===== config.mk =====
export PLATFORM = sky130hd
export DESIGN_NAME = color_gradient_ramp_sampler_top_flat
export DESIGN_NICKNAME = d
export VERILOG_FILES = /design/src/rtl/core/cgrs_pkg.sv /design/src/rtl/core/cgrs_if.sv /design/src/rtl/core/cgrs_div.sv /design/src/rtl/core/color_gradient_ramp_sampler_top.sv /design/src/flat_wrapper.sv
export SDC_FILE = /design/constraint.sdc
export NUM_CORES = 2
export LEC_CHECK = 0
export BUFFER_PORTS_ARGS = -buffer_cell sky130_fd_sc_hd__buf_2
export CAP_MARGIN = 20
export CORE_MARGIN = 2
export CORE_UTILIZATION = 30
export DETAILED_ROUTE_END_ITERATION = 8
export PLACE_DENSITY_LB_ADDON = 0.25
export SETUP_SLACK_MARGIN = 0.15
export SKIP_CTS_REPAIR_TIMING = 1
export SYNTH_ARGS = -nofsm -noshare
export SYNTH_HDL_FRONTEND = slang
export SYNTH_HIERARCHICAL = 1
export SYNTH_SLANG_ARGS = --single-unit

===== constraint.sdc =====
create_clock -name i_clk -period 26 [get_ports i_clk]
set_input_delay 1.3 -clock i_clk [delete_from_list [all_inputs] [get_ports i_clk]]
set_output_delay 1.3 -clock i_clk [all_outputs]
set_load 0.01 [all_outputs]

===== src/rtl/core/cgrs_pkg.sv =====
// ----------------------------------------------------------------------------
// cgrs_pkg: shared types and constants of the color ramp sampler.
// Holds the command codes, default sizes and the reset table contents.
// ----------------------------------------------------------------------------
package cgrs_pkg;

    localparam int MaxPoints        = 16;
    localparam int PositionFracBits = 16;

    localparam int PosW   = 17;
    localparam int ColorW = 32;

    // Command codes.
    typedef enum logic [1:0] {
        CMD_ADD   = 2'd0,
        CMD_FRONT = 2'd1,
        CMD_BACK  = 2'd2,
        CMD_SAMPLE = 2'd3
    } t_cmd;

    localparam logic [ColorW-1:0] ColorBlack = 32'h0000_00FF;
    localparam logic [ColorW-1:0] ColorWhite = 32'hFFFF_FFFF;

endpackage


===== src/rtl/core/cgrs_if.sv =====
// ----------------------------------------------------------------------------
// cgrs_in_if / cgrs_out_if: valid/ready channels of the color ramp sampler.
// One transaction moves one command or one result.
// ----------------------------------------------------------------------------
interface cgrs_in_if;
    logic        valid;
    logic        ready;
    logic [1:0]  command;
    logic [16:0] position;
    logic [31:0] in_color;

    modport source (output valid, command, position, in_color, input ready);
    modport sink   (input valid, command, position, in_color, output ready);
endinterface

interface cgrs_out_if;
    logic        valid;
    logic        ready;
    logic [31:0] out_color;
    logic        status;

    modport source (output valid, out_color, status, input ready);
    modport sink   (input valid, out_color, status, output ready);
endinterface


===== src/rtl/core/cgrs_div.sv =====
// ----------------------------------------------------------------------------
// cgrs_div: serial restoring divider for one color channel.
// Signed numerator over a positive divisor, quotient truncated toward zero,
// one quotient bit per cycle.
// ----------------------------------------------------------------------------
module cgrs_div #(
    parameter int NumW = 27,
    parameter int DenW = 18
) (
    input  logic                    i_clk,
    input  logic                    i_rst_n,
    input  logic                    i_start,
    input  logic signed [NumW-1:0]  i_num,
    input  logic        [DenW-1:0]  i_den,
    output logic                    o_done,
    output logic signed [NumW-1:0]  o_quot
);
    localparam int CntW = $clog2(NumW + 1);

    logic [NumW-1:0] r_quo, n_quo;
    logic [DenW:0]   r_rem, n_rem;
    logic [DenW-1:0] r_den;
    logic            r_neg;
    logic [CntW-1:0] r_cnt;
    logic            r_busy, r_done;
    logic [DenW:0]   w_trial;

    // One restoring step on the magnitude.
    always_comb begin
        w_trial = {r_rem[DenW-1:0], r_quo[NumW-1]};
        n_quo   = {r_quo[NumW-2:0], 1'b0};
        n_rem   = w_trial;
        if (w_trial >= {1'b0, r_den}) begin
            n_rem    = w_trial - {1'b0, r_den};
            n_quo[0] = 1'b1;
        end
    end

    always_ff @(posedge i_clk) begin
        if (!i_rst_n) begin
            r_busy <= 1'b0;
            r_done <= 1'b0;
            r_cnt  <= '0;
        end else begin
            r_done <= 1'b0;
            if (i_start) begin
                r_busy <= 1'b1;
                r_cnt  <= CntW'(NumW);
                r_quo  <= i_num[NumW-1] ? NumW'(-i_num) : i_num;
                r_neg  <= i_num[NumW-1];
                r_rem  <= '0;
                r_den  <= i_den;
            end else if (r_busy) begin
                r_quo <= n_quo;
                r_rem <= n_rem;
                r_cnt <= r_cnt - 1'b1;
                if (r_cnt == CntW'(1)) begin
                    r_busy <= 1'b0;
                    r_done <= 1'b1;
                end
            end
        end
    end

    assign o_done = r_done;
    assign o_quot = r_neg ? NumW'(-r_quo) : r_quo;
endmodule


===== src/rtl/core/color_gradient_ramp_sampler_top.sv =====
// ----------------------------------------------------------------------------
// color_gradient_ramp_sampler_top: piecewise-linear RGBA color ramp.
//
//  channel  dir  payload                          role
//  s_in     in   command, position, in_color      table edits and samples
//  m_out    out  out_color, status                one result per command
//
// Positions and colors live in one synchronous memory, read one entry per
// cycle. A sample walks up to MAX_POINTS entries, then, unless the segment
// has zero width, runs four channel divisions one after another. An add
// walks the table and shifts the tail one entry at a time. Set front/back
// read the first or last entry and write back its color. Reset writes the
// two default points in ST_INIT0 and ST_INIT1. The output register holds a
// result while the next command is read in; the core stalls only on a full one.
// ----------------------------------------------------------------------------
module color_gradient_ramp_sampler_top #(
    parameter int MAX_POINTS = cgrs_pkg::MaxPoints
) (
    input  logic        i_clk,
    input  logic        i_rst_n,
    cgrs_in_if.sink     s_in,
    cgrs_out_if.source  m_out
);
    localparam int IdxW  = $clog2(MAX_POINTS);
    localparam int CntW  = $clog2(MAX_POINTS + 1);
    localparam int PosW  = cgrs_pkg::PosW;
    localparam int ColW  = cgrs_pkg::ColorW;
    localparam int EntW  = PosW + ColW;
    localparam int NumW  = 28;
    localparam int DenW  = PosW + 1;

    typedef enum logic [3:0] {
        ST_INIT0, ST_INIT1, ST_IDLE, ST_RD, ST_CHK, ST_SHRD, ST_SHWR,
        ST_INS, ST_SLO, ST_DIV, ST_DWAIT, ST_OUT
    } t_state;

    // Table memory: {position, color}.
    logic [EntW-1:0] r_mem [MAX_POINTS];
    logic [EntW-1:0] r_rdata;
    logic [IdxW-1:0] w_raddr, w_waddr;
    logic            w_we;
    logic [EntW-1:0] w_wdata;

    always_ff @(posedge i_clk) begin
        if (w_we) r_mem[w_waddr] <= w_wdata;
        r_rdata <= r_mem[w_raddr];
    end

    t_state            r_state;
    logic [CntW-1:0]   r_count;
    logic [1:0]        r_cmd;
    logic [PosW-1:0]   r_pos;
    logic [ColW-1:0]   r_col;
    logic [CntW-1:0]   r_it;
    logic [PosW-1:0]   r_epos, r_spos;
    logic [ColW-1:0]   r_ecol, r_scol, r_res;
    logic [1:0]        r_ch;
    logic              r_ovalid;
    logic [ColW-1:0]   r_ocol;
    logic              r_ostat;
    logic [ColW-1:0]   r_pcol;
    logic              r_pstat;
    logic              r_dstart;
    logic signed [NumW-1:0] r_num;
    logic [DenW-1:0]   r_den;
    logic              w_ddone;
    logic signed [NumW-1:0] w_quot;

    logic [PosW-1:0] w_rpos;
    logic [ColW-1:0] w_rcol;
    assign w_rpos = r_rdata[EntW-1:ColW];
    assign w_rcol = r_rdata[ColW-1:0];

    logic [7:0] w_a, w_b;
    assign w_a = 8'(r_scol >> (5'd24 - {r_ch, 3'b000}));
    assign w_b = 8'(r_ecol >> (5'd24 - {r_ch, 3'b000}));

    // Segment start for the current channel: from memory on the first one.
    logic [PosW-1:0] w_s;
    logic [7:0]      w_av;
    assign w_s  = (r_ch == 2'd0) ? w_rpos : r_spos;
    assign w_av = (r_ch == 2'd0) ? 8'(w_rcol >> 24) : w_a;

    // Memory port selection.
    always_comb begin
        w_raddr = r_it[IdxW-1:0];
        w_we    = 1'b0;
        w_waddr = r_it[IdxW-1:0];
        w_wdata = {r_pos, r_col};
        case (r_state)
            ST_INIT0: begin
                w_we = 1'b1; w_waddr = '0; w_wdata = {PosW'(0), cgrs_pkg::ColorBlack};
            end
            ST_INIT1: begin
                w_we = 1'b1; w_waddr = IdxW'(1);
                w_wdata = {PosW'(1) << cgrs_pkg::PositionFracBits, cgrs_pkg::ColorWhite};
            end
            ST_SHRD: begin
                w_raddr = (r_cmd == cgrs_pkg::CMD_ADD) ? IdxW'(r_it - 1'b1)
                                                       : r_it[IdxW-1:0];
            end
            ST_SHWR:  w_we = 1'b1;
            ST_INS:   w_we = 1'b1;
            ST_SLO:   w_raddr = IdxW'(r_it - 1'b1);
            default:  ;
        endcase
        if (r_state == ST_SHWR) w_wdata = r_rdata;
        // Color edits keep the stored position.
        if (r_state == ST_INS && r_cmd != cgrs_pkg::CMD_ADD) w_wdata = {w_rpos, r_col};
    end

    assign s_in.ready = (r_state == ST_IDLE);
    assign m_out.valid = r_ovalid;
    assign m_out.out_color = r_ocol;
    assign m_out.status = r_ostat;

    cgrs_div #(.NumW(NumW), .DenW(DenW)) u_div (
        .i_clk(i_clk), .i_rst_n(i_rst_n), .i_start(r_dstart),
        .i_num(r_num), .i_den(r_den), .o_done(w_ddone), .o_quot(w_quot)
    );

    // Control sequencer.
    always_ff @(posedge i_clk) begin
        if (!i_rst_n) begin
            r_state  <= ST_INIT0;
            r_count  <= CntW'(2);
            r_ovalid <= 1'b0;
            r_dstart <= 1'b0;
        end else begin
            if (m_out.valid && m_out.ready && r_state != ST_OUT) r_ovalid <= 1'b0;
            case (r_state)
                ST_INIT0: r_state <= ST_INIT1;
                ST_INIT1: r_state <= ST_IDLE;
                ST_IDLE: begin
                    if (s_in.valid && s_in.ready) begin
                        r_cmd <= s_in.command;
                        r_pos <= s_in.position;
                        r_col <= s_in.in_color;
                        r_res <= '0;
                        case (cgrs_pkg::t_cmd'(s_in.command))
                            cgrs_pkg::CMD_ADD: begin
                                if (r_count >= CntW'(MAX_POINTS)) begin
                                    r_pcol <= '0; r_pstat <= 1'b1; r_state <= ST_OUT;
                                end else begin
                                    r_it <= '0; r_state <= ST_RD;
                                end
                            end
                            cgrs_pkg::CMD_FRONT: begin
                                r_it <= '0; r_state <= ST_SHRD;
                            end
                            cgrs_pkg::CMD_BACK: begin
                                r_it <= r_count - 1'b1; r_state <= ST_SHRD;
                            end
                            default: begin
                                r_it <= CntW'(1); r_state <= ST_RD;
                            end
                        endcase
                    end
                end
                ST_RD: r_state <= ST_CHK;
                ST_CHK: begin
                    if (r_cmd == cgrs_pkg::CMD_ADD) begin
                        if (r_it < r_count && w_rpos <= r_pos) begin
                            r_it <= r_it + 1'b1; r_state <= ST_RD;
                        end else begin
                            // Shift position r_it marks the insert slot.
                            r_epos <= PosW'(r_it);
                            r_it   <= r_count;
                            r_state <= (r_count == r_it) ? ST_INS : ST_SHRD;
                        end
                    end else if (w_rpos < r_pos && r_it + 1'b1 != r_count) begin
                        r_it <= r_it + 1'b1; r_state <= ST_RD;
                    end else begin
                        r_epos <= w_rpos; r_ecol <= w_rcol; r_state <= ST_SLO;
                    end
                end
                ST_SHRD: begin
                    if (r_cmd == cgrs_pkg::CMD_ADD) r_state <= ST_SHWR;
                    else r_state <= ST_INS;
                end
                ST_SHWR: begin
                    r_it <= r_it - 1'b1;
                    r_state <= (r_it - 1'b1 == CntW'(r_epos)) ? ST_INS : ST_SHRD;
                end
                ST_INS: begin
                    if (r_cmd == cgrs_pkg::CMD_ADD) r_count <= r_count + 1'b1;
                    r_pcol <= '0; r_pstat <= 1'b0; r_state <= ST_OUT;
                end
                ST_SLO: begin
                    r_ch <= 2'd0; r_state <= ST_DIV;
                end
                ST_DIV: begin
                    if (r_ch == 2'd0) begin
                        r_spos <= w_rpos; r_scol <= w_rcol;
                    end
                    // A zero-width segment gives the end color.
                    if (r_epos <= w_s) begin
                        r_pcol <= r_ecol; r_pstat <= 1'b0; r_state <= ST_OUT;
                    end else begin
                        r_state <= ST_DWAIT;
                    end
                end
                ST_DWAIT: begin
                    if (w_ddone) begin
                        r_res <= (r_res << 8) |
                            ColW'(w_quot < 0 ? 8'd0 : (w_quot > 255 ? 8'd255 : w_quot[7:0]));
                        if (r_ch == 2'd3) begin
                            r_pcol <= (r_res << 8) |
                                ColW'(w_quot < 0 ? 8'd0 : (w_quot > 255 ? 8'd255 : w_quot[7:0]));
                            r_pstat <= 1'b0; r_state <= ST_OUT;
                        end else begin
                            r_ch <= r_ch + 1'b1; r_state <= ST_DIV;
                        end
                    end
                end
                ST_OUT: begin
                    // Load the output register once it is empty or being drained.
                    if (!r_ovalid || m_out.ready) begin
                        r_ocol   <= r_pcol;
                        r_ostat  <= r_pstat;
                        r_ovalid <= 1'b1;
                        r_state  <= ST_IDLE;
                    end
                end
                default: r_state <= ST_IDLE;
            endcase
            // Launch a channel divide unless the segment has zero width.
            r_dstart <= (r_state == ST_DIV) && (r_epos > w_s);
        end
    end

    // Divide operands for the current channel.
    always_ff @(posedge i_clk) begin
        if (r_state == ST_DIV) begin
            r_num <= NumW'($signed({1'b0, w_av}) *
                           ($signed({1'b0, r_epos}) - $signed({1'b0, r_pos})))
                   + NumW'($signed({1'b0, w_b}) *
                           ($signed({1'b0, r_pos}) - $signed({1'b0, w_s})));
            r_den <= DenW'(r_epos) - DenW'(w_s);
        end
    end
endmodule


===== src/flat_wrapper.sv =====
// flat-port wrapper written by rule: the top's interface ports become plain ports
module color_gradient_ramp_sampler_top_flat 
#(
    parameter int MAX_POINTS = cgrs_pkg::MaxPoints
)
  (i_clk, i_rst_n, s_in_valid, s_in_command, s_in_position, s_in_in_color, s_in_ready, m_out_valid, m_out_out_color, m_out_status, m_out_ready);
  cgrs_in_if s_in_i ();
  cgrs_out_if m_out_i ();
  input  logic i_clk;
  input  logic i_rst_n;
  input wire logic [$bits(s_in_i.valid)-1:0] s_in_valid;
  input wire logic [$bits(s_in_i.command)-1:0] s_in_command;
  input wire logic [$bits(s_in_i.position)-1:0] s_in_position;
  input wire logic [$bits(s_in_i.in_color)-1:0] s_in_in_color;
  output wire logic [$bits(s_in_i.ready)-1:0] s_in_ready;
  output wire logic [$bits(m_out_i.valid)-1:0] m_out_valid;
  output wire logic [$bits(m_out_i.out_color)-1:0] m_out_out_color;
  output wire logic [$bits(m_out_i.status)-1:0] m_out_status;
  input wire logic [$bits(m_out_i.ready)-1:0] m_out_ready;
  assign s_in_i.valid = s_in_valid;
  assign s_in_i.command = s_in_command;
  assign s_in_i.position = s_in_position;
  assign s_in_i.in_color = s_in_in_color;
  assign s_in_ready = s_in_i.ready;
  assign m_out_valid = m_out_i.valid;
  assign m_out_out_color = m_out_i.out_color;
  assign m_out_status = m_out_i.status;
  assign m_out_i.ready = m_out_ready;
  color_gradient_ramp_sampler_top #(.MAX_POINTS(MAX_POINTS)) u_core (.i_clk(i_clk), .i_rst_n(i_rst_n), .s_in(s_in_i), .m_out(m_out_i));
endmodule

### Word-level counts from Yosys, hierarchy flattened

Memories as Yosys holds them, arrays and structs flattened. A register that Yosys moved wholly into a read port is not among the register bits.
Cells that the tools add are included.

* add/sub/neg operators: 14
* multiply operators: 2
* div/mod/pow operators: 0
* $lt $le $gt $ge: 9
* eq/ne operators: 31
* shift-type cells: 2
* multiplexer cells: 73
* bitwise logic cells: 5
* reduce and logical (&&, ||, !) cells: 37

Operators by type and width (count)
* $mux 32: 7
* $pmux 32 s4: 1
* $mux 28: 4
* $mux 49: 2
* $pmux 49 s2: 1
* $mux 17: 4
* $shr 32x5->8: 2
* $mul 9x28->28: 2
* $neg 28->28: 2
* $sub 17x17->18: 3
* $mux 24: 2
* $pmux 24 s2: 1
* $pmux 4 s11: 1
* $mux 18: 2
* $mux 5: 7
* $le 17x17->1: 2
* $mux 4: 8
* $or 32x32->32: 1
* $pmux 5 s3: 2
* $add 28x28->28: 1
* $gt 28x9->1 const B: 1
* $lt 28x1->1 const B: 1
* $pmux 4 s2: 3
* $ge 19x18->1: 1
* other kinds (45): 112

* flip-flop bits (word level): 375
* bits in latches: 0
* memory bits (writable): 784
* bits in read-only memories: 0
* output and inout port bits: 35
* memories kept: 1

Memories
* u_core.r_mem: depth 16, bits a word 49, read ports 1, clocked after memory_dff 1, wr ports 1, line color_gradient_ramp_sampler_top.sv:38 `logic [EntW-1:0] r_mem [MAX_POINTS];`

### Logic depth before layout (Yosys ltp)

* depth in word-level cells: 9
* mapped depth: 43
* depth with buffers taken out: 37

### Modules after synthesis

The synthesis kept the hierarchy.

Modules (own cells, without submodules)
* color_gradient_ramp_sampler_top: instances 1, cells an instance 3569, area an instance 56128.8 µm², seq. area each 33512.1 µm²
* cgrs_div: instances 1, cells an instance 524, area an instance 4906.0 µm², seq. area each 2092.0 µm²

### Least setup slack after synthesis

OpenSTA, ideal clock, no wires.

* path kind: register -> register
* start: reg u_core.r_ch[0]
* end: reg u_core.r_num[26], data pin
* setup time: 0.266 ns
* arrival: 9.583 ns
* data required time: 25.734 ns
* path slack: 16.151 ns
* cell stages (with the launch flop): 41
* period minus slack after synthesis: 9.849 ns
* cell sequence: edfxtp_1 -> buf_1 -> clkbuf_1 -> inv_1 -> ha_1 -> buf_6 -> buf_6 -> buf_1 -> clkbuf_1 -> mux2_2 -> ha_1 -> inv_1 -> ha_1 -> a21o_1 -> maj3_2 -> a221oi_2 -> o41ai_2 -> a211oi_1 -> (+5 left out) -> inv_1 -> fa_1 -> fa_1 -> fa_1 -> fa_1 -> inv_1 -> fa_1 -> inv_1 -> ha_1 -> a21o_1 -> a221oi_1 -> o31ai_1 -> a21oi_1 -> a21boi_0 -> nor3_1 -> nor2_1 -> o41ai_1 -> xnor2_1

* longest elaborated chain between the ends: 5
* elaborated cells on any way between the ends: 10
* classes of those cells: add/sub (3); mul (2); shift (2); mux (2); reduce/logical (1)

Ends and longest elaborated chain
* start: declaration: line color_gradient_ramp_sampler_top.sv:57 `logic [1:0] r_ch;`
* start signal: assignment: line color_gradient_ramp_sampler_top.sv:190 `r_ch <= 2'd0; r_state <= ST_DIV;`
* start signal: assignment: line color_gradient_ramp_sampler_top.sv:212 `r_ch <= r_ch + 1'b1; r_state <= ST_DIV;`
* $logic_not 2->1: line color_gradient_ramp_sampler_top.sv:81 `assign w_s = (r_ch == 2'd0) ? w_rpos : r_spos;`
* $mux 17
* via u_core.w_s[0]: line color_gradient_ramp_sampler_top.sv:79 `logic [PosW-1:0] w_s;`
* $sub 17x17->18: line color_gradient_ramp_sampler_top.sv:238 `($signed({1'b0, r_pos}) - $signed({1'b0, w_s})));`
* $mul 9x28->28: line color_gradient_ramp_sampler_top.sv:237 `+ NumW'($signed({1'b0, w_b}) *`
* $add 28x28->28: line color_gradient_ramp_sampler_top.sv:237
* end signal: assignment: line color_gradient_ramp_sampler_top.sv:235 `r_num <= NumW'($signed({1'b0, w_av}) *`
* end: declaration: line color_gradient_ramp_sampler_top.sv:64 `logic signed [NumW-1:0] r_num;`

The timed path passes the listed nets, and every way through them passes these cells.
A chain may end at the register's enable or synchronous reset.

### Final worst setup path

Ends and elaborated chain as after synthesis.

==> impl_metrics.yaml <==
global_route:
  grt_use_total: 0.157
  grt_first_pass_wirelength_um: 239000
  grt_antenna_before_repair: 24
  grt_remaining_overflow: 0
  largest_net_degree_at_the_start_of_global_routing: 137
  vias_in_the_first_global_route: 35700
floorplanning:
  floorplan.initialDensity: 0.302
  floorplan.die.width_um: 455
  chipHeight_um: 455
  coreArea_um2: 202000
  io_pins: 90
  die-area_um2: 207000
  rows: 165
yosys:
  synth_top_cells_by_area: "edfxtp_1, mux4_2, fa_1"
  synth_compound_gate_area_share: 0.0563
  synth_cell_types: 91
  syn-mean-instance-area_um2: 14.9
  ys_warn_count: 6
  synth-seq-area-share: 0.583
  dominant_synthesized_flop_cell: "edfxtp_1"
  post-synth-top-count-cell: "edfxtp_1"
  post_synth_most_frequent_cells: "edfxtp_1, inv_1, fa_1"
  yosys-mux-area-fraction: 0.104
  synth_seq_cells: 1208
  synthDominantCellAreaShare: 0.561
  synth_top_family_by_area: "adder cells"
  mappedNetlistNets: 4613
  ys_async_sr_fraction: 0
  synth_simple_gate_area_frac: 0.0605
  synth-edff-count: 1141
  synth_cells: 4093
  synthDominantAreaCellType: "edfxtp_1"
  syn_area_um2: 61000
  yosys.area_share.xor_xnor: 0.0277
  synth_adder_area_share: 0.131
placed_design:
  port_buffers: 89
  gpl.final_weighted_congestion: 0.841
  place.detailed.hpwl_um: 107000
  dp_slack_ns: 16.42
critical_path:
  critPathLaunchType: "flop"
  setup.worst_path.start: "u_core/r_ch[0]"
  timing.critical_path.required_ns: 26.50
  timing.setup.critical_path_class: "reg2reg"
  worst-path-buf-inv: 6
  worstPathArrival_ns: 10.16
  crit_path_max_fo: 22
  reg2reg_from: "u_core/r_ch[0]"
  crit_path_end_kind: "flop"
  critPathMaxStageDelay_ns: 0.58
  cpMostUsedCell: "fa_1"
  crit_path_top_delay_cell: "a211oi_2"
  worst_path_dominant_cell_family: "adder cells"
min_path:
  hold_path.class: "reg2reg"
  holdCritStartpoint: "u_core/r_den[16]"
finish:
  drive_gt1_frac: 0.171
  filler_cell_count: 19400
  area_delta_synth_final_pct: 14.1
  multi_input_comb_area_um2: 23400
  layout.nets: 4783
  regArea_um2: 35600
run:
  timing.max_cap.violations: 0
sta:
  hold_viol_final: 0
  number_of_pins_exceeding_their_max_slew_limit_in_the_final_report: 0
  setup_viol: 0
  finalWorstPathRequiredPeriod_ns: 9.66
  final.setup.tns_ns: 0
  slew_headroom: 0.279
  finalClockSkew_ns: 0.0348
  tightest_slew_ns: 1.08
  timing.final.crit_share: 0.372
  layout_setup_ws_ns: 16.34
  highest_attainable_clock_frequency_mhz: 104
  rsz0062_at_grt: "false"
routing:
  via_count_of_the_routed_design: 34300
  first_pass_iters: 7
  detail_route.wirelength_um: 163000
  drt-initial-drc-count: 2732
  drtAntennaViolNets: 0
  vias_per_cell: 4.87
  routed_wire_length_per_instance_um: 23.1
  remaining_drc_errors: 0
pwr:
  static-leakage-power_nw: 25.2
  ir_worst_vdd_mv: 0.188
  power-per-cell-area_nw_per_um2: 112
clocking:
  numClockSinks: 1208
  path_clk_slew_ns: 0.06
  clock_insertion_delay_worst_skew_ns: 0.78
  total_cts_buffers: 133
  cts.root.buffer_cell: "clkbuf_16"
  cts_tree: "built"
  cts_max_level: 4
  ctsLongestPathBuffers: 3
outcome:
  status: "complete, no violations"
-- cells in the final DEF (no fill, tap or decap), types with 11 or more instances in the layout --
cell / netlist / final
nor2_1: 217 / 200
nor3_1: 45 / 40
nor2b_1: 39 / 39
o31ai_1: 16 / 16
and2_1: 54 / 54
o21ai_1: 11 / 11
clkbuf_8: 0 / 12
edfxtp_1: 1141 / 1141
buf_2: 29 / 90
a22o_1: 24 / 24
a31oi_1: 14 / 14
a21o_1: 53 / 53
nand2b_1: 25 / 25
xor2_1: 65 / 63
or3_1: 18 / 18
dfxtp_1: 67 / 66
clkbuf_1: 98 / 29
inv_1: 433 / 433
nand3_1: 48 / 48
fa_1: 277 / 277
and3_1: 15 / 15
clkinv_2: 0 / 20
buf_4: 2 / 91
mux2_2: 20 / 20
mux2i_1: 24 / 22
nor2_4: 1 / 17
a211oi_1: 19 / 17
a21oi_1: 152 / 149
o21ai_0: 119 / 118
nand2_1: 276 / 276
mux4_2: 257 / 257
or2_2: 12 / 12
clkinv_1: 1 / 18
clkbuf_16: 0 / 136
ha_1: 188 / 187
o21a_1: 34 / 32
xnor2_1: 121 / 121
-- registers in the layout, indices dropped and copies added, names as in the netlist, 4 cells and up --
name	flops
u_core/m_out.out_color	32
u_core/r_col	32
u_core/r_count	5
u_core/r_den	18
u_core/r_ecol	32
u_core/r_epos	17
u_core/r_it	5
u_core/r_mem	784
u_core/r_num	28
u_core/r_pcol	32
u_core/r_pos	17
u_core/r_rdata	49
u_core/r_res	24
u_core/r_scol	32
u_core/r_spos	17
u_core/r_state	4
u_core/u_div/r_cnt	5
u_core/u_div/r_den	18
u_core/u_div/r_quo	28
u_core/u_div/r_rem	18
-- per-stage QoR --
| stage | total power [mW] | instance area [um2] | hold slack, ns | util | cells |
|---|---|---|---|---|---|
| detailed placement | 5.99 | 65200 | 0.405 | 0.323 | 6797 |
| CTS | 7.89 | 69600 | 0.418 | 0.344 | 7040 |
| global placement | 5.97 | 65100 | 0.402 | 0.322 | 6795 |
| global route | 8.43 | 69600 | 0.422 | 0.344 | 7043 |
| finish | 7.78 | 69600 | 0.418 | 0.344 | 7044 |
| floorplan | 5.10 | 61000 | 0.400 | - | 4093 |
-- report_power, final --
part | internal, mW | leakage, nW | total (mW) | switching (mW)
clock network | 1.07 | 2.13 | 1.88 | 0.810
logic | 1.50 | 12.0 | 3.49 | 1.99
registers | 2.39 | 11.0 | 2.42 | 0.0292
total | 4.96 | 25.2 | 7.78 | 2.82
-- worst paths after layout --
kind                                  to  slack [ns]  cells past startpoint
setup / recovery        u_core/r_num[26]       16.34                     33
hold / removal    u_core/u_div/r_den[16]        0.42                      0
setup reg to reg        u_core/r_num[26]       16.34                     33
hold reg to reg   u_core/u_div/r_den[16]        0.42                      0
-- cell type report --
cell class | instances | share of cell area
Multi-Input combinational cell | 2298 | 0.336
Inverter | 436 | 0.0235
Timing Repair Buffer | 186 | 0.0178
Clock inverter | 67 | 0.0105
Clock buffer | 176 | 0.0525
Tap cell | 2672 | 0.0480
Sequential cell | 1208 | 0.511
Antenna cell | 1 | 0.0000359
-- metal layers --
metal  up-vias  GRT usage  wire (um)
li1      15300          -          -
met3       263     0.0241       7610
met2       839      0.264      79200
met5         -          0          0
met4         0     0.0478       4660
met1     17900      0.209      71100
-- cells by family after synthesis --
family / after synthesis
AND/OR/NAND/NOR: 797
flip-flops: 1208
multiplexers: 306
adder cells (fa/ha/maj): 475
buffers and inverters: 587
AO/OA/AOI/OAI: 531
XOR/XNOR: 189
(Power assumes the default switching activity.)
